===== config.mk =====
export PLATFORM = sky130hd
export DESIGN_NAME = arc_emit
export DESIGN_NICKNAME = d
export VERILOG_FILES = /design/src/arc_pkg.sv /design/src/arc_emit.sv
export SDC_FILE = /design/constraint.sdc
export NUM_CORES = 1
export LEC_CHECK = 0
export CORE_MARGIN = 2
export CORE_UTILIZATION = 51
export CTS_CLUSTER_SIZE = 10
export DETAILED_ROUTE_END_ITERATION = 10
export DONT_BUFFER_PORTS = 1
export PLACE_DENSITY = 0.66
export SYNTH_ARGS = -nofsm -noshare
export SYNTH_HDL_FRONTEND = slang
export SYNTH_SLANG_ARGS = --single-unit

===== constraint.sdc =====
create_clock -name clk -period 20.6 [get_ports clk]
set_clock_uncertainty 0.15 [all_clocks]
set_input_delay 2.06 -clock clk [delete_from_list [all_inputs] [get_ports clk]]
set_output_delay 2.06 -clock clk [all_outputs]
set_load 0.05 [all_outputs]

===== src/arc_pkg.sv =====
// Shared types, constants and widths of the ARP resolver cache.
package arc_pkg;

  localparam int CACHE_ENTRIES = 16;
  localparam int PENDING_DEPTH = 16;

  localparam int CIDX_W = (CACHE_ENTRIES > 1) ? $clog2(CACHE_ENTRIES) : 1;
  localparam int PIDX_W = (PENDING_DEPTH > 1) ? $clog2(PENDING_DEPTH) : 1;
  localparam int PCNT_W = $clog2(PENDING_DEPTH + 1);

  localparam int IN_TDATA_W  = 296;
  localparam int OUT_TDATA_W = 152;

  localparam logic [47:0] MAC_BCAST    = 48'hFFFF_FFFF_FFFF;
  localparam logic [31:0] RST_LIFETIME = 32'd30000;
  localparam logic [31:0] RST_HOLDOFF  = 32'd5000;

  localparam logic [1:0] ARP_OP_NONE    = 2'd0;
  localparam logic [1:0] ARP_OP_REQUEST = 2'd1;
  localparam logic [1:0] ARP_OP_REPLY   = 2'd2;

  typedef enum logic [1:0] {
    CMD_SEND = 2'd0,
    CMD_ARP  = 2'd1,
    CMD_IPV4 = 2'd2,
    CMD_TICK = 2'd3
  } cmd_t;

  typedef enum logic [1:0] {
    KIND_IPV4    = 2'd0,
    KIND_ARP     = 2'd1,
    KIND_DELIVER = 2'd2
  } kind_t;

  typedef enum logic [1:0] {
    CFG_OWN_MAC  = 2'd0,
    CFG_OWN_IP   = 2'd1,
    CFG_LIFETIME = 2'd2,
    CFG_HOLDOFF  = 2'd3
  } cfg_idx_t;

  typedef struct packed {
    kind_t       kind;
    logic [47:0] dst_mac;
    logic [1:0]  arp_op;
    logic [31:0] target_ip;
    logic [47:0] target_mac;
    logic [15:0] handle;
  } res_t;

  typedef struct packed {
    logic vld;
    logic fin;
    res_t res;
  } emit_req_t;

  typedef struct packed {
    logic [31:0] ip;
    logic [47:0] mac;
    logic [63:0] expiry;
  } cent_t;

  typedef struct packed {
    logic [31:0] ip;
    logic [63:0] hold_end;
  } hent_t;

  typedef struct packed {
    cent_t c;
    hent_t h;
  } tbl_ent_t;

  typedef struct packed {
    logic [31:0] ip;
    logic [15:0] handle;
  } pent_t;

endpackage


===== src/arc_emit.sv =====
// Result stash and output register; marks the final result of an item.
module arc_emit import arc_pkg::*; (
  input  logic      clk,
  input  logic      rst_n,
  input  emit_req_t req,
  output logic      rdy,
  output logic      out_vld,
  input  logic      out_rdy,
  output res_t      out_res,
  output logic      out_last
);

  logic out_vld_r, out_vld_nxt;
  logic out_last_r, out_last_nxt;
  res_t out_res_r, out_res_nxt;
  logic stash_vld_r, stash_vld_nxt;
  res_t stash_r, stash_nxt;

  assign rdy      = !out_vld_r || out_rdy;
  assign out_vld  = out_vld_r;
  assign out_res  = out_res_r;
  assign out_last = out_last_r;

  always_comb begin
    out_vld_nxt   = out_vld_r && !out_rdy;
    out_last_nxt  = out_last_r;
    out_res_nxt   = out_res_r;
    stash_vld_nxt = stash_vld_r;
    stash_nxt     = stash_r;
    priority if (req.vld && rdy) begin
      if (stash_vld_r) begin
        out_vld_nxt  = 1'b1;
        out_res_nxt  = stash_r;
        out_last_nxt = 1'b0;
      end
      stash_nxt     = req.res;
      stash_vld_nxt = 1'b1;
    end else if (req.fin && rdy && stash_vld_r) begin
      out_vld_nxt   = 1'b1;
      out_res_nxt   = stash_r;
      out_last_nxt  = 1'b1;
      stash_vld_nxt = 1'b0;
    end
  end

  always_ff @(posedge clk) begin
    if (!rst_n) begin
      out_vld_r   <= 1'b0;
      stash_vld_r <= 1'b0;
    end else begin
      out_vld_r   <= out_vld_nxt;
      stash_vld_r <= stash_vld_nxt;
    end
  end

  always_ff @(posedge clk) begin
    out_res_r  <= out_res_nxt;
    out_last_r <= out_last_nxt;
    stash_r    <= stash_nxt;
  end

endmodule


# Yosys cells after proc, flatten, opt, wreduce, memory -nomap -nowiden
# Index checks and enable logic that the tools add are counted.
# word_totals
ff_bits,299
inputBits,153
wordCells,36
# op_classes
eq_ne,1
n_mux,11
reduce_logical,9
# ops
operator,n
$mux W148,3
$mux W1,8
$logic_and A1 B1 Y1,4
$logic_not A1 Y1,2
$ne A2 B2 Y1 const B,1
$reduce_and A2 Y1,1
$reduce_bool A2 Y1,1
$logic_or A1 B1 Y1,1

# Depth between registers and ports, before layout
# depth
word_depth,6
depth_mapped,4
depth_no_buf,4

# Worst setup path after synthesis
# Ideal clock, no wire load.
# synth_path
kind,input to register
startpoint,input port out_rdy
endpoint,"register out_last_r, in the netlist out_last (enable)"
setup_ns,0.677
t_arrival_ns,8.886
required_ns,19.773
path_slack_ns,10.888
path_stages,2
n_path_buf,0
path_cell_list,nand2b_4 -> nor2b_1
# synth_via
elab_chain_cells,5
# synth_lines
item,line_no,text
"start, declared",arc_emit.sv:8,"input logic out_rdy,"
$logic_or A1 B1 Y1 (*),arc_emit.sv:19,assign rdy = !out_vld_r || out_rdy;
$logic_and A1 B1 Y1 (2 in series),arc_emit.sv:38,end else if (req.fin && rdy && stash_vld_r) begin
$reduce_bool A2 Y1 (no source line),n/a,
$reduce_and A2 Y1 (no source line) (*),n/a,
"end signal, assigned",arc_emit.sv:58,out_last_r <= out_last_nxt;
"end, declared",arc_emit.sv:14,"logic out_last_r, out_last_nxt;"
# Every way passes the cells marked *; elsewhere a longest branch is shown, timed or not.
# A chain may end at the register's enable or synchronous reset.

# Worst setup path in the final report
# layout_path
startpoint,input port out_rdy
endpoint,output port rdy
# layout_via
elab_chain_cells,1
# layout_lines
item,line_no,text
$logic_or A1 B1 Y1,arc_emit.sv:19,
"end, declared",arc_emit.sv:6,"output logic rdy,"
# Every way passes these cells.

==> results.json <==
{
  "status": "complete, no violations",
  "dr_wl_met3_mm": 2.02,
  "cts.clk_slew.worst_paths_ns": 0.05,
  "place_hpwl_mm": 9.91,
  "ant_nets": 0,
  "finalSetupViolCount": 0,
  "chipHeight_um": 137,
  "insertion_delay_ns": 0.48,
  "core-area_um2": 17300,
  "syn_avg_cell_area_um2": 29.4,
  "post_cts_resized": 0,
  "nFillCells": 1179,
  "ys_warn_count": 0,
  "hp-class": "register to register",
  "final_nets": 501,
  "required_ns": 18.39,
  "synth.top_cells.by_area": "edfxtp_1, dfxtp_1, nand2b_4, nand2_4, a21boi_0",
  "worstPathBufferInverterCount": 0,
  "ys_ff_latch": 299,
  "tns_ns": 0,
  "finalCritPeriodShare_pct": 21.8,
  "start_kind": "input port",
  "wl_mm": 15.0,
  "top_layer": "met5",
  "synthCells": 307,
  "rsz0062_at_grt": "no",
  "crit_slowest_cell": "nand2b_4",
  "post-route-drc-count": 0,
  "yosysSeqAreaShare_pct": 99.3,
  "drive_above_1_share_pct": 12.6,
  "async_reset_ff_share_pct": 0,
  "avgRoutedWirePerCell_um": 25.8,
  "syn2layout_area_growth_pct": 14.3,
  "hold_slack_ns": 0.260,
  "final_hold_viol_count": 0,
  "synth_cell_types": 10,
  "synth_ff_type": "edfxtp_1",
  "critPathCaptureType": "output port",
  "cts_tree": "built",
  "critPathArrivalTime_ns": 2.29,
  "critPathKind": "input port to output port",
  "place_ws_ns": 15.86,
  "antenna_found_initial": 3,
  "synth-edff-count": 297,
  "path_cells": "nand2b_4",
  "overflow": 0,
  "clkSinkCount": 299,
  "start_util_pct": 52.2,
  "die_w_um": 137,
  "drtIter0Drc": 220,
  "numPortBuffers": 0,
  "syn_nets": 460,
  "grt_pass1_vias": 3202,
  "holdBufCountCts": 0,
  "num_io_pins": 304,
  "slowest_delay_ns": 0.23,
  "grt_max_degree": 84,
  "cp_max_fo": 5,
  "crit_family": "simple AND/OR/NAND/NOR gates",
  "worst_slack_ns": 16.10,
  "clockBufferDepth": 3,
  "cts_root_buffer": "clkbuf_16",
  "viasPerCell": 5.32,
  "synthesis.area_um2": 9020,
  "cellLeakagePower_uw": 0.00336,
  "dr.pass1.iters": 4,
  "fin_crit_ns": 4.50,
  "yosysTopAreaCell": "edfxtp_1",
  "netlist.area_leader.share_pct": 98.9,
  "wl_met2_mm": 7.49,
  "h-tree-depth": 2,
  "drv_cap": 0,
  "fmax_ghz": 0.222,
  "rows": 48,
  "gp_congestion": 0.769,
  "vias": 3104,
  "yosysMostFrequentCell": "edfxtp_1",
  "worstMarginPinSlew_ns": 1.07,
  "relSlewSlack_pct": 28.9,
  "dieArea_um2": 18800,
  "vdd_drop_max_mv": 0.0853,
  "wl_met1_mm": 5.21,
  "drv_slew": 0,
  "cts_buffers": 36,
  "power.density_nw_per_um2": 127,
  "grtUsageTotal_pct": 15.2,
  "cts_setup_buffers": 0,
  "synth_commonest_cells": "edfxtp_1, dfxtp_1",
  "grt_pass1_wl_mm": 20.2
}
## per-stage QoR
stage	area [um2]	utilization, %	total power (uW)	cells
floorplan	9020	-	796	307
global placement	9340	54.0	802	535
detailed placement	9340	54.0	804	535
CTS	10300	59.6	1330	582
global route	10300	59.6	1360	583
finish	10300	59.6	1310	584
## layout by cell type, fill, tap and decap left out, drive strengths merged
| cell type | instances |
|---|---|
| clkinv | 2 |
| a21boi | 2 |
| edfxtp | 297 |
| inv | 1 |
| nor2b | 1 |
| nand2b | 1 |
| dfxtp | 2 |
| clkbuf | 45 |
| diode | 2 |
| o21a | 1 |
| nand2 | 1 |
| o21ai | 1 |
| buf | 3 |
## state kept, by name (all words and copies together) (netlist names)
register / count
out_vld: 1
stash_r: 148
out_res: 148
out_last: 1
stash_vld_r: 1
## area by class of cell
type                       count  area (um2)  share of cell area, %
clock inverter                 2        12.5                  0.121
inverter                       1        8.76                 0.0849
tap                          225         282                   2.73
timing repair buffer           3        22.5                  0.218
clock buffer                  45         956                   9.27
antenna                        2        5.00                 0.0485
multi-input combinational      7        66.3                  0.643
sequential                   299        8960                   86.9
## logic make-up (layout without fill, tap and decap cells)
kind of cell / Yosys count / in the layout / synth area share (%)
compound gates: 4 / 4 / 0.305
buf+inv: 1 / 51 / 0.0416
flops: 299 / 299 / 99.3
other cells: 0 / 2 / 0
simple gates: 3 / 3 / 0.347
## metal layers
metal / global-route usage (%) / up-vias
met2: 24.2 / 219
met1: 16.8 / 1519
met3: 8.85 / 32
met5: 0 / -
li1: - / 1332
met4: 6.36 / 2
## where the power goes
group / total (uW) / internal [uW] / switching, uW / leakage [uW]
Sequential: 775 / 713 / 61.3 / 0.00284
Clock: 522 / 321 / 201 / 0.000471
Combinational: 16.5 / 1.19 / 15.3 / 0.0000511
Total: 1310 / 1040 / 278 / 0.00336
## path summary, 6_finish.rpt
path,start,to,slack (ns),depth (start not counted)
hold / removal,stash_r[45]$_DFFE_PP_,out_res[45]$_DFFE_PP_,0.26,0
hold reg to reg,stash_r[45]$_DFFE_PP_,out_res[45]$_DFFE_PP_,0.26,0
setup reg to reg,out_vld$_SDFF_PN0_,out_res[62]$_DFFE_PP_,17.44,4
setup / recovery,out_rdy,rdy,16.10,1
(Power assumes the default switching activity.)
